### src/sv/pas_pkg.sv
// ----------------------------------------------------------------------------
// pas_pkg: shared types and codes for the priority aging scheduler
// Ready-table entry layout, command and status codes, shared-unit result.
// ----------------------------------------------------------------------------
`default_nettype none

package pas_pkg;

  // Command codes carried on the command beat
  localparam logic CMD_ADD  = 1'b0;
  localparam logic CMD_TICK = 1'b1;

  typedef enum logic [2:0] {
    ST_ADDED    = 3'd0,
    ST_FULL     = 3'd1,
    ST_RAN      = 3'd2,
    ST_FINISHED = 3'd3,
    ST_IDLE     = 3'd4
  } status_t;

  localparam logic signed [15:0] PRIO_FLOOR = 16'sh8000;

  typedef struct packed {
    logic [7:0]         id;
    logic signed [15:0] prio;
    logic [15:0]        total;
    logic [15:0]        used;
  } entry_t;

  localparam int ENTRY_W = $bits(entry_t);

  // Result of the shared slot unit
  typedef struct packed {
    logic [15:0]        used_next;
    logic [15:0]        remain;
    logic               finished;
    logic signed [15:0] prio_dec;
    logic               lt;
  } alu_out_t;

endpackage

`default_nettype wire

### src/sv/pas_cmd_if.sv
// ----------------------------------------------------------------------------
// pas_cmd_if: command channel
// Valid/ready channel carrying one scheduler command per beat.
// ----------------------------------------------------------------------------
`default_nettype none

interface pas_cmd_if;
  logic               valid;
  logic               ready;
  logic               command;
  logic [7:0]         job_id;
  logic signed [7:0]  job_priority;
  logic [15:0]        job_run_time;

  modport source (output valid, command, job_id, job_priority, job_run_time,
                  input ready);
  modport sink   (input valid, command, job_id, job_priority, job_run_time,
                  output ready);
endinterface

`default_nettype wire

### src/sv/pas_rsp_if.sv
// ----------------------------------------------------------------------------
// pas_rsp_if: result channel
// Valid/ready channel carrying one scheduler result per beat.
// ----------------------------------------------------------------------------
`default_nettype none

interface pas_rsp_if #(
  parameter int CNT_W = 5
);
  logic             valid;
  logic             ready;
  logic [2:0]       status;
  logic [7:0]       ran_id;
  logic [15:0]      used_time;
  logic [15:0]      remaining_time;
  logic [31:0]      slice_number;
  logic [CNT_W-1:0] queue_count;
  logic             all_done;

  modport source (output valid, status, ran_id, used_time, remaining_time,
                  slice_number, queue_count, all_done, input ready);
  modport sink   (input valid, status, ran_id, used_time, remaining_time,
                  slice_number, queue_count, all_done, output ready);
endinterface

`default_nettype wire

### src/sv/pas_ram.sv
// ----------------------------------------------------------------------------
// pas_ram: generic simple dual-port RAM
// One write port, one read port, registered read data.
// ----------------------------------------------------------------------------
`default_nettype none

module pas_ram #(
  parameter int WIDTH = 8,
  parameter int DEPTH = 16
) (
  input  wire logic                     clk,
  input  wire logic                     we,
  input  wire logic [$clog2(DEPTH)-1:0] waddr,
  input  wire logic [WIDTH-1:0]         wdata,
  input  wire logic [$clog2(DEPTH)-1:0] raddr,
  output logic      [WIDTH-1:0]         rdata
);

  logic [WIDTH-1:0] mem [DEPTH];

  always_ff @(posedge clk) begin
    if (we) begin
      mem[waddr] <= wdata;
    end
    rdata <= mem[raddr];
  end

endmodule

`default_nettype wire

### src/sv/pas_alu.sv
// ----------------------------------------------------------------------------
// pas_alu: shared slot unit
// Advance a slot's used time, age its priority and compare priorities.
// ----------------------------------------------------------------------------
`default_nettype none

module pas_alu
  import pas_pkg::*;
(
  input  wire entry_t             slot,
  input  wire logic signed [15:0] ins_prio,
  output alu_out_t                res
);

  logic [15:0] used_next;

  assign used_next = slot.used + 16'd1;

  always_comb begin
    res.used_next = used_next;
    res.finished  = (used_next >= slot.total);
    res.remain    = (slot.total > used_next) ? (slot.total - used_next) : 16'd0;
    // saturate the aging drop at the floor
    res.prio_dec  = (slot.prio == PRIO_FLOOR) ? slot.prio : (slot.prio - 16'sd1);
    res.lt        = ($signed(slot.prio) < $signed(ins_prio));
  end

endmodule

`default_nettype wire

### src/sv/priority_aging_scheduler.sv
// ----------------------------------------------------------------------------
// priority_aging_scheduler: dynamic priority job scheduler with aging
// Ready table kept sorted in a circular buffer RAM, insertion walk from tail.
// ----------------------------------------------------------------------------
// Flow: an add goes S_INS_START, S_INS_CMP past lower-priority entries (S_INS_PUT
//   if the walk reaches the head), S_RESP; a tick pops in S_TK_EXE, then finishes
//   to S_RESP or reinserts by the same walk; a full add or idle tick goes to S_RESP.
// Throughput: one command at a time; the insertion walk moves one table slot
//   per cycle through the single RAM read and write port, so MAX_PROCS bounds
//   the walk. A new command is taken while the previous result is waiting.
// Reset: occupancy, pointers and slice counter clear; table RAM is not cleared.
`default_nettype none

module priority_aging_scheduler
  import pas_pkg::*;
#(
  parameter int MAX_PROCS = 16
) (
  input  wire logic clk,
  input  wire logic rst,
  pas_cmd_if.sink   cmd,
  pas_rsp_if.source rsp
);

  localparam int IDX_W = (MAX_PROCS > 1) ? $clog2(MAX_PROCS) : 1;
  localparam int CNT_W = $clog2(MAX_PROCS + 1);

  typedef enum logic [2:0] {
    S_IDLE,
    S_TK_EXE,
    S_INS_START,
    S_INS_CMP,
    S_INS_PUT,
    S_RESP
  } state_t;

  // Circular index helpers
  function automatic logic [IDX_W-1:0] idx_inc(input logic [IDX_W-1:0] p);
    return (p == IDX_W'(MAX_PROCS - 1)) ? '0 : (p + IDX_W'(1));
  endfunction

  function automatic logic [IDX_W-1:0] idx_dec(input logic [IDX_W-1:0] p);
    return (p == '0) ? IDX_W'(MAX_PROCS - 1) : (p - IDX_W'(1));
  endfunction

  state_t           state;
  logic [IDX_W-1:0] head;       // oldest slot: highest priority
  logic [IDX_W-1:0] tail;       // first free slot
  logic [CNT_W-1:0] occ;        // jobs in table
  logic [31:0]      slice;      // slices executed
  logic [IDX_W-1:0] wr_ptr;     // hole being moved down by the walk
  logic [CNT_W-1:0] cnt;        // entries still ahead of the hole
  entry_t           ins_entry;  // job being placed

  // Pending result fields
  status_t          res_status;
  logic [7:0]       res_id;
  logic [15:0]      res_used;
  logic [15:0]      res_remain;
  logic             res_done;

  // Output register
  logic             out_valid;
  status_t          out_status;
  logic [7:0]       out_id;
  logic [15:0]      out_used;
  logic [15:0]      out_remain;
  logic [31:0]      out_slice;
  logic [CNT_W-1:0] out_count;
  logic             out_done;

  // RAM port
  logic             ram_we;
  logic [IDX_W-1:0] ram_waddr;
  logic [IDX_W-1:0] ram_raddr;
  entry_t           ram_wdata;
  logic [ENTRY_W-1:0] ram_rdata;
  entry_t           rd_entry;
  alu_out_t         alu;

  logic             cmd_beat;
  logic             out_free;

  assign rd_entry  = entry_t'(ram_rdata);
  assign cmd.ready = (state == S_IDLE);
  assign cmd_beat  = cmd.valid && cmd.ready;
  assign out_free  = !out_valid || rsp.ready;

  pas_ram #(
    .WIDTH (ENTRY_W),
    .DEPTH (MAX_PROCS)
  ) u_table (
    .clk   (clk),
    .we    (ram_we),
    .waddr (ram_waddr),
    .wdata (ram_wdata),
    .raddr (ram_raddr),
    .rdata (ram_rdata)
  );

  pas_alu u_alu (
    .slot     (rd_entry),
    .ins_prio (ins_entry.prio),
    .res      (alu)
  );

  // RAM port steering: the walk reads one slot ahead of the hole while
  // the slot just compared drops into the hole.
  always_comb begin
    ram_we    = 1'b0;
    ram_waddr = wr_ptr;
    ram_wdata = ins_entry;
    ram_raddr = head;
    case (state)
      S_IDLE: begin
        ram_raddr = head;
      end
      S_INS_START: begin
        if (cnt == '0) begin
          ram_we = 1'b1;
        end else begin
          ram_raddr = idx_dec(wr_ptr);
        end
      end
      S_INS_CMP: begin
        ram_we = 1'b1;
        if (alu.lt) begin
          ram_wdata = rd_entry;
          if (cnt != CNT_W'(1)) begin
            ram_raddr = idx_dec(idx_dec(wr_ptr));
          end
        end
      end
      S_INS_PUT: begin
        ram_we = 1'b1;
      end
      default: begin
      end
    endcase
  end

  always_ff @(posedge clk) begin
    if (rst) begin
      state     <= S_IDLE;
      head      <= '0;
      tail      <= '0;
      occ       <= '0;
      slice     <= '0;
      out_valid <= 1'b0;
    end else begin
      // Drain the output register on a taken beat; S_RESP reloads it itself
      if (out_valid && rsp.ready && (state != S_RESP)) begin
        out_valid <= 1'b0;
      end

      case (state)
        S_IDLE: begin
          if (cmd_beat) begin
            res_id     <= '0;
            res_used   <= '0;
            res_remain <= '0;
            res_done   <= 1'b0;
            if (cmd.command == CMD_ADD) begin
              if (occ == CNT_W'(MAX_PROCS)) begin
                res_status <= ST_FULL;
                state      <= S_RESP;
              end else begin
                res_status      <= ST_ADDED;
                ins_entry.id    <= cmd.job_id;
                ins_entry.prio  <= 16'(signed'(cmd.job_priority));
                ins_entry.total <= cmd.job_run_time;
                ins_entry.used  <= '0;
                wr_ptr          <= tail;
                cnt             <= occ;
                state           <= S_INS_START;
              end
            end else if (occ == '0) begin
              res_status <= ST_IDLE;
              state      <= S_RESP;
            end else begin
              // head read already issued
              state <= S_TK_EXE;
            end
          end
        end

        S_TK_EXE: begin
          // Pop the head and run one slice
          head       <= idx_inc(head);
          occ        <= occ - CNT_W'(1);
          slice      <= slice + 32'd1;
          res_id     <= rd_entry.id;
          res_used   <= alu.used_next;
          res_remain <= alu.remain;
          if (alu.finished) begin
            res_status <= ST_FINISHED;
            res_done   <= (occ == CNT_W'(1));
            state      <= S_RESP;
          end else begin
            res_status      <= ST_RAN;
            ins_entry.id    <= rd_entry.id;
            ins_entry.prio  <= alu.prio_dec;
            ins_entry.total <= rd_entry.total;
            ins_entry.used  <= alu.used_next;
            wr_ptr          <= tail;
            cnt             <= occ - CNT_W'(1);
            state           <= S_INS_START;
          end
        end

        S_INS_START: begin
          if (cnt == '0) begin
            occ   <= occ + CNT_W'(1);
            tail  <= idx_inc(tail);
            state <= S_RESP;
          end else begin
            state <= S_INS_CMP;
          end
        end

        S_INS_CMP: begin
          if (alu.lt) begin
            // Shift the lower-priority entry down, advance the hole
            wr_ptr <= idx_dec(wr_ptr);
            cnt    <= cnt - CNT_W'(1);
            if (cnt == CNT_W'(1)) begin
              state <= S_INS_PUT;
            end
          end else begin
            occ   <= occ + CNT_W'(1);
            tail  <= idx_inc(tail);
            state <= S_RESP;
          end
        end

        S_INS_PUT: begin
          occ   <= occ + CNT_W'(1);
          tail  <= idx_inc(tail);
          state <= S_RESP;
        end

        S_RESP: begin
          // Hold until the output register has room
          if (out_free) begin
            out_valid  <= 1'b1;
            out_status <= res_status;
            out_id     <= res_id;
            out_used   <= res_used;
            out_remain <= res_remain;
            out_slice  <= slice;
            out_count  <= occ;
            out_done   <= res_done;
            state      <= S_IDLE;
          end
        end

        default: begin
          state <= S_IDLE;
        end
      endcase
    end
  end

  assign rsp.valid          = out_valid;
  assign rsp.status         = out_status;
  assign rsp.ran_id         = out_id;
  assign rsp.used_time      = out_used;
  assign rsp.remaining_time = out_remain;
  assign rsp.slice_number   = out_slice;
  assign rsp.queue_count    = out_count;
  assign rsp.all_done       = out_done;

`ifndef SYNTHESIS
  a_occ_bound: assert property (@(posedge clk) disable iff (rst)
    occ <= CNT_W'(MAX_PROCS))
    else $error("occupancy above table depth");

  a_walk_count: assert property (@(posedge clk) disable iff (rst)
    (state == S_INS_CMP) |-> ((cnt != '0) && (cnt <= occ)))
    else $error("insertion walk count out of range");

  a_all_done_empty: assert property (@(posedge clk) disable iff (rst)
    (rsp.valid && rsp.all_done) |->
      ((rsp.queue_count == '0) && (rsp.status == ST_FINISHED)))
    else $error("all_done with jobs left or wrong status");

  a_slice_step: assert property (@(posedge clk) disable iff (rst)
    (!$past(rst) && (slice != $past(slice))) |-> (slice == $past(slice) + 32'd1))
    else $error("slice counter jumped");

  a_tail_track: assert property (@(posedge clk) disable iff (rst)
    (state == S_IDLE) |->
      (((32'(head) + 32'(occ)) >= 32'(MAX_PROCS)) ?
        (32'(tail) == 32'(head) + 32'(occ) - 32'(MAX_PROCS)) :
        (32'(tail) == 32'(head) + 32'(occ))))
    else $error("tail pointer out of step with head and occupancy");
`endif

endmodule

`default_nettype wire
### src/flat_wrapper.sv
// flat-port wrapper written by rule: the top's interface ports become plain ports
module priority_aging_scheduler_flat import pas_pkg::*;
#(
  parameter int MAX_PROCS = 16
)
  (clk, rst, cmd_valid, cmd_command, cmd_job_id, cmd_job_priority, cmd_job_run_time, cmd_ready, rsp_valid, rsp_status, rsp_ran_id, rsp_used_time, rsp_remaining_time, rsp_slice_number, rsp_queue_count, rsp_all_done, rsp_ready);
  pas_cmd_if cmd_i ();
  pas_rsp_if rsp_i ();
  input  wire logic clk;
  input  wire logic rst;
  input wire logic [$bits(cmd_i.valid)-1:0] cmd_valid;
  input wire logic [$bits(cmd_i.command)-1:0] cmd_command;
  input wire logic [$bits(cmd_i.job_id)-1:0] cmd_job_id;
  input wire logic [$bits(cmd_i.job_priority)-1:0] cmd_job_priority;
  input wire logic [$bits(cmd_i.job_run_time)-1:0] cmd_job_run_time;
  output wire logic [$bits(cmd_i.ready)-1:0] cmd_ready;
  output wire logic [$bits(rsp_i.valid)-1:0] rsp_valid;
  output wire logic [$bits(rsp_i.status)-1:0] rsp_status;
  output wire logic [$bits(rsp_i.ran_id)-1:0] rsp_ran_id;
  output wire logic [$bits(rsp_i.used_time)-1:0] rsp_used_time;
  output wire logic [$bits(rsp_i.remaining_time)-1:0] rsp_remaining_time;
  output wire logic [$bits(rsp_i.slice_number)-1:0] rsp_slice_number;
  output wire logic [$bits(rsp_i.queue_count)-1:0] rsp_queue_count;
  output wire logic [$bits(rsp_i.all_done)-1:0] rsp_all_done;
  input wire logic [$bits(rsp_i.ready)-1:0] rsp_ready;
  assign cmd_i.valid = cmd_valid;
  assign cmd_i.command = cmd_command;
  assign cmd_i.job_id = cmd_job_id;
  assign cmd_i.job_priority = cmd_job_priority;
  assign cmd_i.job_run_time = cmd_job_run_time;
  assign cmd_ready = cmd_i.ready;
  assign rsp_valid = rsp_i.valid;
  assign rsp_status = rsp_i.status;
  assign rsp_ran_id = rsp_i.ran_id;
  assign rsp_used_time = rsp_i.used_time;
  assign rsp_remaining_time = rsp_i.remaining_time;
  assign rsp_slice_number = rsp_i.slice_number;
  assign rsp_queue_count = rsp_i.queue_count;
  assign rsp_all_done = rsp_i.all_done;
  assign rsp_i.ready = rsp_ready;
  priority_aging_scheduler #(.MAX_PROCS(MAX_PROCS)) u_core (.clk(clk), .rst(rst), .cmd(cmd_i), .rsp(rsp_i));
endmodule
### config.mk
export PLATFORM = sky130hd
export DESIGN_NAME = priority_aging_scheduler_flat
export DESIGN_NICKNAME = d
export VERILOG_FILES = /design/src/sv/pas_pkg.sv /design/src/sv/pas_cmd_if.sv /design/src/sv/pas_rsp_if.sv /design/src/sv/pas_ram.sv /design/src/sv/pas_alu.sv /design/src/sv/priority_aging_scheduler.sv /design/src/flat_wrapper.sv
export SDC_FILE = /design/constraint.sdc
export NUM_CORES = 1
export LEC_CHECK = 0
export BUFFER_PORTS_ARGS = -buffer_cell sky130_fd_sc_hd__clkbuf_2
export CELL_PAD_IN_SITES_DETAIL_PLACEMENT = 1
export CELL_PAD_IN_SITES_GLOBAL_PLACEMENT = 2
export CORE_MARGIN = 8
export CORE_UTILIZATION = 26
export DETAILED_ROUTE_END_ITERATION = 10
export PLACE_DENSITY_LB_ADDON = 0.1
export SLEW_MARGIN = 25
export SYNTH_ARGS = -nofsm -noshare
export SYNTH_HDL_FRONTEND = slang
export SYNTH_SLANG_ARGS = --single-unit
### constraint.sdc
create_clock -name clk -period 15.8 [get_ports clk]
set_clock_uncertainty 0.15 [all_clocks]
set_input_delay 3.16 -clock clk [delete_from_list [all_inputs] [get_ports clk]]
set_output_delay 3.16 -clock clk [all_outputs]
set_load 0.005 [all_outputs]
# After elaboration in Yosys (flattened, before gate mapping)
# Memory sizes are Yosys's and may differ from the RTL's. A register that Yosys moved wholly into a read port is not among the register bits.
# Index checks and enable logic that the tools add are counted.
word_totals:
  inputBits: 37
  out_inout_bits: 83
  memories: 1
  ramBits: 896
  ff_bits: 239
  wordCells: 154
mem_list:
  columns: ["memory", "depth", "width", "rd", "rd_clocked_by_memory_dff", "write_ports", "line", "text"]
  rows:
  - ["u_core.u_table.mem", 16, 56, 1, 1, 1, "pas_ram.sv:19", "logic [WIDTH-1:0] mem [DEPTH];"]
op_classes:
  eq_ne: 24
  n_addsub: 11
  muxes: 66
  magnitude_cmp: 3
  reduce_logical: 24
  bitwise: 1
ops:
  columns: ["op", "count"]
  rows:
  - ["two-way mux 56 bit", 6]
  - ["case mux 56 bit (2 select lines)", 1]
  - ["case mux 16 bit (2 select lines)", 2]
  - ["two-way mux 4 bit", 14]
  - ["two-way mux 16 bit", 3]
  - ["two-way mux 3 bit", 12]
  - ["two-way mux 5 bit", 7]
  - ["adder 32 x 1 -> 32 bit, second input constant", 1]
  - ["case mux 4 bit (3 select lines)", 2]
  - ["case mux 5 bit (4 select lines)", 1]
  - ["case mux 3 bit (6 select lines)", 1]
  - ["adder 16 x 1 -> 16 bit, second input constant", 1]
  - ["equality test 16 bit, second input constant", 1]
  - ["greater-or-equal comparator 16 bit", 1]
  - ["> comparator 16 bit", 1]
  - ["< comparator 16 bit", 1]
  - ["case mux 8 bit (2 select lines)", 1]
  - ["subtractor 16 bit", 1]
  - ["subtractor 16 x 2 -> 16 bit, second input constant", 1]
  - ["case mux 5 bit (3 select lines)", 1]
  - ["AND reduction 3 bit", 5]
  - ["equality test 5 x 1 -> 1 bit, second input constant", 2]
  - ["zero test 5 bit", 2]
  - ["two-way mux 1 bit", 10]
  - ["30 further kinds", 51]

# Logic depth before layout (Yosys ltp)
# Gate-level depths: netlist of the first run.
logic_depth:
  depth_word: 7
  ltp_mapped: 16
  ltp_nobuf: 15

# By module
# Synthesis of the first run repeated with hierarchy kept, for this count alone.
unflattened:
  cells_unflattened: 2526
  area_unflattened_um2: 46674.8
by_module_without_submodules:
  columns: ["mod", "instances", "area_per_inst_um2", "cells_per_inst", "seq_area_each_um2"]
  rows:
  - ["pas_ram", 1, 34678.3, 1445, 28026.9]
  - ["priority_aging_scheduler", 1, 10152.2, 804, 6686.4]
  - ["pas_alu", 1, 1844.3, 277, 0.0]

# Least setup slack after synthesis of the first run
# No wires, ideal clock.
synth_path:
  path_type: "input port to flip-flop"
  start: "input port rst"
  end: "register u_core.ins_entry[0] in the netlist's numbering, enable pin"
  path_stages: 3
  arrival_ns: 7.973
  slack_ns: 7.123
  n_path_buf: 1
  setup_time_ns: 0.554
  required_ns: 15.096
  path_cell_list: "clkbuf_1 or4_1 a211oi_1"
synth_via:
  elab_chain_cells: 2
synth_rtl:
  columns: ["element", "line", "text"]
  rows:
  - ["start, declared", "flat_wrapper.sv:10", "input wire logic rst;"]
  - ["inverter 1 bit (no source line)", null, null]
  - ["AND reduction 6 bit (no source line)", null, null]
  - ["end, declared", "priority_aging_scheduler.sv:53", "entry_t ins_entry;"]
# No other way between the ends.
# A chain may end at the register's enable or synchronous reset.

# Worst setup path after layout of the first run
layout_path:
  start: "register u_core.u_table.rdata[39] (read register of u_core.u_table.mem)"
  end: "register u_core.u_table.rdata[32] (read register of u_core.u_table.mem)"
layout_via:
  elab_chain_cells: 3
layout_rtl:
  columns: ["element", "line", "text"]
  rows:
  - ["start, declared", "pas_ram.sv:16", "output logic [WIDTH-1:0] rdata"]
  - ["< comparator 16 bit", "pas_alu.sv:25", "res.lt = ($signed(slot.prio) < $signed(ins_prio));"]
  - ["two-way mux 4 bit", "priority_aging_scheduler.sv:127", "if (alu.lt) begin"]
  - ["case mux 4 bit (2 select lines)", "priority_aging_scheduler.sv:114", "case (state)"]
# No other way between the ends.

==> results of run 1 <==
[cell families after synthesis]
family	Yosys count
AOI/OAI and AO/OA	169
xor gates and xnor gates	72
adders and majority gates	48
buffers and inverters	148
and+or+nand+nor	397
muxes	450
DFF	1191
[layer usage]
layer  up-vias  share of wire [%]  global-route usage, %
met5         -                  0                      0
met4         0                2.5                   4.09
met3       189                3.2                   2.31
met2       431                 48                   23.0
met1     12700                 46                   18.1
li1      10300                  -                      -
[layout by cell type (no fill, tap or decap), types with 36 or more instances in the layout]
cell type and count:
dfxtp_1 105, a21oi_1 52, edfxtp_1 1086, inv_1 42
clkbuf_2 119, xor2_1 41, buf_4 41, mux2i_1 173
mux2_2 53, nor2_1 98, nand2_1 125, o21ai_0 54
mux4_2 224, clkbuf_16 147, clkbuf_1 36, ha_1 47
[metrics by stage]
stage / std cells / cell area, µm² / hold slack (ns) / setup slack (ns) / util, %
finish: 5169 / 55200 / 0.268 / 8.92 / 30.6
global route: 5167 / 55200 / 0.277 / 8.20 / 30.6
CTS: 5166 / 55200 / 0.269 / 8.45 / 30.6
detailed placement: 4906 / 50600 / 0.256 / 8.50 / 28.0
global placement: 4905 / 50500 / 0.258 / 8.58 / 28.0
floorplan: 2475 / 47100 / 0.250 / 7.12 / -
[report_power, final]
group | internal [mW] | switching, mW | total [mW]
Combinational | 1.09 | 1.61 | 2.70
Sequential | 3.85 | 0.190 | 4.04
Clock | 1.96 | 1.31 | 3.28
[state kept, by name, indices dropped and copies added (netlist names), 5 cells and up]
signal                     count
u_core.cnt                     5
u_core.ins_entry              56
u_core.occ                     5
u_core.res_id                  8
u_core.res_remain             16
u_core.res_used               16
u_core.rsp.queue_count         5
u_core.rsp.ran_id              8
u_core.rsp.remaining_time     16
u_core.rsp.slice_number       32
u_core.rsp.used_time          16
u_core.slice                  32
u_core.u_table.mem           896
u_core.u_table.rdata          56
[worst paths after layout]
path,from,to,cells after the start
worst max-delay path,u_core.u_table.rdata[39]$_DFF_P_,u_core.u_table.rdata[32]$_DFF_P_,13
worst min-delay path,u_core.res_id[7]$_SDFFCE_PN0P_,u_core.rsp.ran_id[7]$_DFFE_PP_,0
worst max register to register,u_core.u_table.rdata[39]$_DFF_P_,u_core.u_table.rdata[32]$_DFF_P_,13
worst min register to register,u_core.res_id[7]$_SDFFCE_PN0P_,u_core.rsp.ran_id[7]$_DFFE_PP_,0
[area by class of cell]
| class | count | area [µm²] |
|---|---|---|
| Inverter | 44 | 165 |
| Clock inverter | 69 | 747 |
| Timing Repair Buffer | 165 | 986 |
| Tap cell | 2370 | 2970 |
| Multi-Input combinational cell | 1136 | 11700 |
| Sequential cell | 1191 | 34700 |
| Fill cell | 18300 | 125000 |
| Clock buffer | 191 | 3920 |
| Antenna cell | 3 | 7.51 |
==> summary.txt, run 1 <==
Global routing
  – Overflow after GRT: 0
  – Overall routing resource usage: 13.7%
  – First-pass GRT wire length: 194000 µm
  – Initial antenna violation count: 7
  – Vias in the first global route: approximately 26000
  – Largest net degree at the start of global routing: between 80 and 90

STA
  – Worst Tran Pin Value: approximately 1.0 ns
  – Max_slew headroom: 28.8%
  – Unrepaired setup endpoints after global routing: false
  – Tcrit/Tclk final: between 40% and 50%
  – Peak Freq: about 150 MHz
  – # setup viols final: 0
  – Final hold vios: 0
  – Pins Over Slew Limit: 0
  – Minimum clock period: between 6 and 7 ns
  – Total negative slack: 0 ns

Clocking
  – Postcts setup bufs: 0
  – CTS resizes: 0
  – Clk sink count: about 1200
  – CTS root buf: clkbuf_16
  – Clk Latency, worst-skew pair: between 0.7 and 0.8 ns
  – CTS buffer count: 143
  – Htree depth: 4
  – Worst-path clk slew: about 0.05 ns
  – Post-CTS Hold Buffers: 0
  – CTS tree: yes
  – Clock buffer depth: 3

Place
  – Placed wire-length estimate: about 74000 µm
  – GP Congestion: 0.702
  – Buffers on Ports: 119

Synthesis
  – EDFF count, synth: 1086
  – Xor/xnor cell area share of the yosys netlist: under 10%
  – Ys async rst share: 0%
  – Largest family of logic cells by synthesized area: multiplexers
  – Cells after synthesis: ~2500
  – Top-area cell type share of the netlist area: 69.2%
  – Synth area leaders: edfxtp_1 (69%), mux4_2 (11%), dfxtp_1 (4.5%)
  – Post-synth top area cell: edfxtp_1
  – Main synth FF type: edfxtp_1
  – Cell with the most instances after synthesis: edfxtp_1
  – Top cells by count, synth: edfxtp_1 (1086), mux4_2 (224), mux2i_1 (173)
  – Adder-Cell Fraction of Synth Area: 1.29%
  – Synth unique cells: 70
  – Synth Warn #: 0
  – Post-Synth Simple-Gate Area: 4.15%
  – Mapped Area: between 40000 and 50000 µm²
  – Net count after synthesis: 2560
  – Mux cell area share after synthesis: between 10% and 20%
  – Syn_area_per_cell: about 19 µm²
  – Synth Register Bits: roughly 1200
  – Synth Area in Compound Gates: around 2.3%
  – Sequential share of the synthesized area: between 70% and 80%

Worst setup path
  – Crit path max-delay family: buffers and inverters
  – Worst Path Buf+Inv: 3
  – Crit-path cells: ha_1 -> a21oi_1 -> o21ai_0 -> a221o_1 -> o31ai_2 -> nand2_1 -> o2bb2ai_4 -> buf_12 -> buf_4 -> buf_4 -> mux4_2 -> mux2i_1 -> mux2i_1
  – CP max-delay cell: buf_4
  – Crit-path max cell delay: around 0.85 ns
  – Critical path data required time: 16.25 ns
  – Setup CP Type: flip-flop to flip-flop
  – Startpoint Class: flip-flop
  – Worst path arrival time: around 7.3 ns
  – Setup crit end kind: flip-flop
  – Max FO, Critical Path: 88
  – R2R setup slack: slightly below 9 ns

Floorplanning
  – Rows: approximately 160
  – I/O pin count: 120
  – Floorplan Core Area: ~180000 µm²
  – Die W: around 440 µm
  – Die footprint: ~200000 µm²
  – Initial Utilization: 26.1%
  – Die span in y: between 400 and 500 µm

Cells and area
  – Final #Nets: 2766
  – Share of layout cells above drive strength 1: between 20 and 25%
  – Synthesis-to-finish area growth: 17.3%

Pwr
  – Power Dens Cells: 181 nW/µm²
  – Leakage: 17.9 nW
  – Total power: approximately 10 mW
  – Peak supply drop: around 0.000093 V

Detailed routing
  – Initial DRC Count: between 1000 and 1500
  – Pre-Repair DR Iteration Count: 5
  – Routed len/inst: between 20 and 30 µm
  – Antenna-violating nets left: 0
  – Vias post-DR: 23600
  – Vias per cell: ~4.6
  – Drc violations: 0
  – Final WL: 136000 µm

Run
  – Maxcap violations: 0

Worst hold path
  – Hold Crit Class: flip-flop to flip-flop

Outcome
  – Status: finished clean
Power figures use the tool's default switching activity.
==> inputs of run 2 (changes only) <==
- clock period: 15.8 -> 6.1 ns (I/O delays scaled with it)
==> summary.txt, run 2 (synthesis results as in run 1) <==
Global routing
  – Overall routing resource usage: 14.0% (was 13.7%)
  – Initial antenna violation count: 2 (was 7)
  – GRT Max-Usage Layer: met2 (unchanged)
  – Met2 usage: 24.4% (was 23.0%)
  – Overflow after GRT: 0 (unchanged)
  – Vias in the first global route: 26100 (was 26200)
  – Largest net degree at the start of global routing: 94 (was 89)
  – First-pass GRT wire length: 199000 µm (was 194000 µm)
  – Met3 Use GR: 2.29% (was 2.31%)
  – Grt met1 use: 18.3% (was 18.1%)

STA
  – Unrepaired setup endpoints after global routing: false (unchanged)
  – Tcrit/Tclk final: 80.6% (was 43.5%)
  – # setup viols final: 0 (unchanged)
  – Worst Tran Pin Value: 0.993 ns (was 1.04 ns)
  – Final hold vios: 0 (unchanged)
  – Minimum clock period: 4.92 ns (was 6.88 ns)
  – Peak Freq: 203 MHz (was 145 MHz)
  – Max_slew headroom: 33.8% (was 28.8%)
  – Total negative slack: 0 ns (unchanged)
  – Pins Over Slew Limit: 0 (unchanged)
  – Min Hold Slack: 0.261 ns (was 0.268 ns)

Pwr
  – Total power: 26.0 mW (was 10.0 mW)
  – Power Dens Cells: 467 nW/µm² (was 181 nW/µm²)
  – Part of the power in registers: 40.3% (about the same)
  – Int Pwr: 17.9 mW (was 6.90 mW)
  – Sw Share: 31.2% (was 31.1%)
  – Leakage: 18.1 nW (was 17.9 nW)
  – Gate power share: 28.0% (was 27.0%)
  – Clock share of power: 31.7% (was 32.7%)
  – P_sw: 8.12 mW (was 3.11 mW)
  – Peak supply drop: 0.000297 V (was 0.0000929 V)

Detailed routing
  – Drc violations: 0 (unchanged)
  – Vias post-DR: 23600 (about the same)
  – Vias per cell: 4.55 (was 4.57)
  – Final WL: 139000 µm (was 136000 µm)
  – Initial DRC Count: 1522 (was 1414)
  – Antenna-violating nets left: 0 (unchanged)
  – Routed len/inst: 26.8 µm (was 26.4 µm)
  – Pre-Repair DR Iteration Count: 4 (was 5)

Worst hold path
  – Hold Crit Class: flip-flop to flip-flop (unchanged)

Cells and area
  – Synthesis-to-finish area growth: 18.2% (was 17.3%)
  – Most frequent cells in the layout: edfxtp_1 (1086), mux4_2 (224), mux2i_1 (173), clkbuf_16 (149), nand2_1 (125) (was edfxtp_1 (1086), mux4_2 (224), mux2i_1 (173), clkbuf_16 (147), nand2_1 (125))
  – Post-Layout Cell Count: 5194 (was 5169)
  – Share of layout cells above drive strength 1: 25.1% (was 24.3%)
  – Largest Register: u_core.u_table.mem (unchanged)
  – Non-Filler Cell Area, Final: 55700 µm² (was 55200 µm²)
  – Commonest non-fill, non-tap cell in the layout: edfxtp_1 (unchanged)
  – Final #Nets: 2791 (was 2766)
  – Regs by FF count: u_core.u_table.mem (896), u_core.ins_entry (56), u_core.u_table.rdata (56) (unchanged)
  – Max reg flops: 896 (unchanged)

Worst setup path
  – Startpoint Class: flip-flop (unchanged)
  – Setup crit end kind: flip-flop (unchanged)
  – Max FO, Critical Path: 37 (was 88)
  – Setup CP Type: flip-flop to flip-flop (unchanged)
  – Worst path arrival time: 5.15 ns (was 7.33 ns)
  – Critical path data required time: 6.33 ns (was 16.25 ns)

Floorplanning
  – Die W: 442 µm (unchanged)
  – Initial Utilization: 26.1% (unchanged)
  – Rows: 156 (unchanged)
  – Die span in y: 442 µm (unchanged)
  – I/O pin count: 120 (unchanged)
  – Die footprint: 195000 µm² (unchanged)
  – Floorplan Core Area: 180000 µm² (unchanged)

Run
  – Maxcap violations: 0 (unchanged)

Place
  – Placed cell count: 4933 (was 4906)
  – Dpl cell area: 51200 µm² (was 50600 µm²)
  – GP Congestion: 0.715 (was 0.702)
  – Buffers on Ports: 119 (unchanged)
  – Placed wire-length estimate: 80300 µm (was 74100 µm)

Clocking
  – Clock buffer depth: 3 (unchanged)
  – Postcts setup bufs: 0 (unchanged)
  – CTS buffer count: 141 (was 143)
  – Post-CTS Hold Buffers: 0 (unchanged)
  – CTS tree: yes (unchanged)
  – Clk Latency, worst-skew pair: 0.76 ns (was 0.77 ns)
  – CTS resizes: 0 (unchanged)
  – Htree depth: 4 (unchanged)
  – Clk sink count: 1191 (unchanged)
  – Worst-path clk slew: 0.06 ns (was 0.05 ns)
  – CTS root buf: clkbuf_16 (unchanged)

Outcome
  – Status: finished clean (unchanged)
[run 2: cell type report]
cell class	count	area [µm²]
fillers	18200	125000
flip-flops and latches	1191	34700
multi-input cells	1136	11700
clock buffers	198	4040
well taps	2370	2970
repair buffers	192	1600
clock inverters	62	489
inverters	44	165
diodes	1	2.50
[run 2: worst paths after layout]
check | from | endpoint | slack, ns | cells after the start
min reg2reg | u_core.res_id[7]$_SDFFCE_PN0P_ | u_core.rsp.ran_id[7]$_DFFE_PP_ | 0.26 | 0
max | u_core.u_table.rdata[2]$_DFF_P_ | u_core.ins_entry[38]$_DFFE_PP_ | 1.18 | 16
min | u_core.res_id[7]$_SDFFCE_PN0P_ | u_core.rsp.ran_id[7]$_DFFE_PP_ | 0.26 | 0
max reg2reg | u_core.u_table.rdata[2]$_DFF_P_ | u_core.ins_entry[38]$_DFFE_PP_ | 1.18 | 16
[run 2: per-layer routing]
metal | vias to the layer above | share of wire (%)
li1 | 10400 | -
met1 | 12700 | 45
met2 | 332 | 50
met3 | 186 | 2.8
met4 | 2 | 2.1
met5 | - | 0.0043
[run 2: power by group through the flow]
stage / clock network (mW) / registers (mW) / logic (mW)
final: 8.26 / 10.5 / 7.29
after global routing: 8.83 / 10.5 / 7.98
after CTS: 8.56 / 10.5 / 7.53
after detailed placement: 0 / 10.7 / 7.50
after global placement: 0 / 10.6 / 7.43
after floorplan: 0 / 10.4 / 5.12
[run 2: through the flow]
stage / setup WS, ns / utilization (%)
floorplan: 0.323 / -
global placement: 1.14 / 28.3
detailed placement: 1.11 / 28.4
CTS: 1.08 / 30.9
global route: 0.834 / 30.9
finish: 1.18 / 30.9
[run 2: critical path: stages, from the launching register on]
cell and delay (ns):
dfxtp_1 0.41, and4_1 0.29, nand4_1 0.19, nor3_1 0.37, nand2_1 0.13, xor2_1 0.18
ha_1 0.37, a21o_1 0.16, a21o_1 0.11, a21o_1 0.14, nor2_1 0.10, nor4_1 0.27
a311oi_1 0.11, nand2_1 0.35, nand2_1 0.17, a211oi_4 0.33, buf_4 0.62
==> inputs of run 3 (changes only) <==
- clock period: 6.1 -> 4.3 ns (I/O delays scaled with it)
==> summary.txt, run 3 (synthesis results as in run 1) <==
Outcome
  – Status: finished clean (unchanged)

Worst setup path
  – Crit-path cells: and4_4 -> nand4_1 -> nor3_2 -> buf_4 -> nand2_1 -> xor2_1 -> ha_1 -> a21o_1 -> a21o_1 -> a21o_1 -> nor2_2 -> nor4_2 -> a311oi_1 -> buf_4 -> nand2_4 -> nand2_4 -> a211oi_4 -> buf_6 -> buf_16 (was and4_1 -> nand4_1 -> nor3_1 -> nand2_1 -> xor2_1 -> ha_1 -> a21o_1 -> a21o_1 -> a21o_1 -> nor2_1 -> nor4_1 -> a311oi_1 -> nand2_1 -> nand2_1 -> a211oi_4 -> buf_4)
  – Max FO, Critical Path: 8 (was 37)
  – Crit-path max cell delay: 0.34 ns (was 0.62 ns)
  – Setup CP Type: flip-flop to flip-flop (unchanged)
  – Crit path max-delay family: simple AND/OR/NAND/NOR gates (unchanged)
  – Worst Path Buf+Inv: 4 (was 1)
  – Critical path data required time: 4.62 ns (was 6.33 ns)
  – Most common cell on crit path: a21o_1
  – CP max-delay cell: dfxtp_2 (was buf_4)
  – Setup crit end kind: flip-flop (unchanged)
  – Startpoint Class: flip-flop (unchanged)
  – Worst path arrival time: 4.42 ns (was 5.15 ns)

Pwr
  – Peak supply drop: 0.000350 V (was 0.000297 V)
  – Sw Share: 31.3% (was 31.2%)
  – Total power: 38.6 mW (was 26.0 mW)
  – Power Dens Cells: 669 nW/µm² (was 467 nW/µm²)
  – Part of the power in registers: 38.4% (was 40.3%)
  – P_sw: 12.1 mW (was 8.12 mW)
  – Int Pwr: 26.5 mW (was 17.9 mW)
  – Leakage: 19.1 nW (was 18.1 nW)
  – Gate power share: 30.8% (was 28.0%)
  – Clock share of power: 30.8% (was 31.7%)

STA
  – Min Hold Slack: 0.219 ns (was 0.261 ns)
  – Worst Tran Pin Value: 0.821 ns (was 0.993 ns)
  – Peak Freq: 244 MHz (was 203 MHz)
  – Tcrit/Tclk final: 95.2% (was 80.6%)
  – # setup viols final: 0 (unchanged)
  – Max_slew headroom: 44.9% (was 33.8%)
  – Minimum clock period: 4.09 ns (was 4.92 ns)
  – Pins Over Slew Limit: 0 (unchanged)
  – Final hold vios: 0 (unchanged)

Clocking
  – CTS root buf: clkbuf_16 (unchanged)
  – Clk sink count: 1191 (unchanged)
  – Worst-path clk slew: 0.06 ns (about the same)
  – CTS buffer count: 142 (was 141)
  – Clk Latency, worst-skew pair: 0.78 ns (was 0.76 ns)
  – Clock buffer depth: 3 (unchanged)
  – Htree depth: 4 (unchanged)
  – CTS tree: yes (unchanged)

Worst hold path
  – Hold Crit Class: input port to flip-flop (was flip-flop to flip-flop)

Floorplanning
  – Initial Utilization: 26.1% (unchanged)
  – Die footprint: 195000 µm² (unchanged)
  – Die W: 442 µm (unchanged)
  – Die span in y: 442 µm (unchanged)
  – Rows: 156 (unchanged)
  – I/O pin count: 120 (unchanged)
  – Floorplan Core Area: 180000 µm² (unchanged)

Detailed routing
  – Antenna-violating nets left: 0 (unchanged)
  – Vias per cell: 4.52 (was 4.55)
  – Vias post-DR: 24200 (was 23600)
  – Drc violations: 0 (unchanged)
  – Final WL: 139000 µm (about the same)
  – Pre-Repair DR Iteration Count: 5 (was 4)
  – Routed len/inst: 25.9 µm (was 26.8 µm)
  – Initial DRC Count: 1456 (was 1522)

Cells and area
  – Final #Nets: 2956 (was 2791)
  – FILL cells: 18200 (about the same)
  – Multi-input logic area: 11800 µm² (was 11700 µm²)
  – FF/Latch Area: 34700 µm² (about the same)
  – Most frequent cells in the layout: edfxtp_1 (1086), mux4_2 (224), mux2i_1 (173), buf_4 (161), clkbuf_16 (148) (was edfxtp_1 (1086), mux4_2 (224), mux2i_1 (173), clkbuf_16 (149), nand2_1 (125))
  – Synthesis-to-finish area growth: 22.3% (was 18.2%)
  – Share of layout cells above drive strength 1: 29.7% (was 25.1%)
  – Regs by FF count: u_core.u_table.mem (896), u_core.ins_entry (56), u_core.u_table.rdata (56) (unchanged)
  – Commonest non-fill, non-tap cell in the layout: edfxtp_1 (unchanged)
  – Largest Register: u_core.u_table.mem (unchanged)
  – Finished Core Util: 32.0% (was 30.9%)
  – Max reg flops: 896 (unchanged)

Global routing
  – Overflow after GRT: 0 (unchanged)
  – Overall routing resource usage: 13.8% (was 14.0%)
  – First-pass GRT wire length: 198000 µm (was 199000 µm)
  – Largest net degree at the start of global routing: 57 (was 94)
  – Vias in the first global route: 26900 (was 26100)
  – Initial antenna violation count: 5 (was 2)

Place
  – Placed wire-length estimate: 86000 µm (was 80300 µm)
  – GP Congestion: 0.725 (was 0.715)
  – Buffers on Ports: 119 (unchanged)

Run
  – Maxcap violations: 0 (unchanged)
==> run 3: changes by cell type in the layout (fill, tap and decap cells not counted), moves of 3 or more <==
cell,change
dfxtp_2,+4
dfxtp_1,-4
bufinv_16,+3
inv_16,+5
clkinv_16,+3
clkbuf_1,+4
clkinv_2,-8
buf_4,+123
buf_6,+3
buf_12,+34
clkbuf_8,-4
==> run 3: path summary, 6_finish.rpt <==
| kind | slack [ns] | end | startpoint | depth (start not counted) |
|---|---|---|---|---|
| hold reg to reg | 0.27 | u_core.rsp.all_done$_DFFE_PP_ | u_core.res_done$_SDFFCE_PN0P_ | 0 |
| hold / removal | 0.22 | u_core.ins_entry[55]$_DFFE_PP_ | cmd_job_id[7] | 2 |
| setup reg to reg | 0.21 | u_core.ins_entry[30]$_DFFE_PP_ | u_core.u_table.rdata[5]$_DFF_P_ | 19 |
| setup / recovery | 0.21 | u_core.ins_entry[30]$_DFFE_PP_ | u_core.u_table.rdata[5]$_DFF_P_ | 19 |
==> run 3: timing repair <==
| action | 4_1_cts | 5_1_grt |
|---|---|---|
| resized for setup | 2 | 22 |
| buffers inserted | 0 | 9 |
| pin swaps | 0 | 10 |
| hold buffers | 0 | 0 |
| cloned | 0 | 7 |
| endpoints found under the setup margin | 59 | 105 |
==> run 3: area by class of cell <==
class / count / share of cell area, %
repair buffers: 356 / 5.78
inverters: 44 / 0.287
well taps: 2370 / 5.15
diodes: 3 / 0.0130
flip-flops and latches: 1191 / 60.2
clock buffers: 192 / 6.68
clock inverters: 69 / 1.33
multi-input cells: 1136 / 20.5
==> run 3: layer usage <==
metal	part of all wire (%)	GRT usage, %
met5	0	0
met4	2.4	3.93
met3	3.3	2.59
met2	48	23.2
met1	46	18.3
==> run 3: worst reg2reg max path, stage by stage (launching register included) <==
cell      delay (ns)
dfxtp_2         0.34
and4_4          0.23
nand4_1         0.21
nor3_2          0.24
buf_4           0.14
nand2_1         0.06
xor2_1          0.16
ha_1            0.34
a21o_1          0.15
a21o_1          0.11
a21o_1          0.16
nor2_2          0.09
nor4_2          0.25
a311oi_1        0.07
buf_4           0.19
nand2_4         0.08
nand2_4         0.06
a211oi_4        0.33
buf_6           0.23
buf_16          0.17
==> run 3: per-stage QoR <==
stage / instances / setup WS, ns / setup TNS (ns) / cell area [µm²]
floorplan: 2475 / -0.322 / -18.03 / 47100
global placement: 5082 / -0.294 / -11.43 / 52700
detailed placement: 5082 / -0.284 / -8.93 / 52700
CTS: 5343 / 0.0326 / 0 / 57300
global route: 5359 / -0.0116 / -0.0787 / 57600
finish: 5361 / 0.206 / 0 / 57600
==> run 3: power by group through the flow <==
stage               clock, mW  sequential, mW  combinational [mW]
floorplan                   0            14.7                7.27
global placement            0            15.1                11.8
CTS                      12.3            14.8                11.9
global route             12.7            14.9                13.0
detailed placement          0            15.1                11.9
finish                   11.9            14.8                11.9
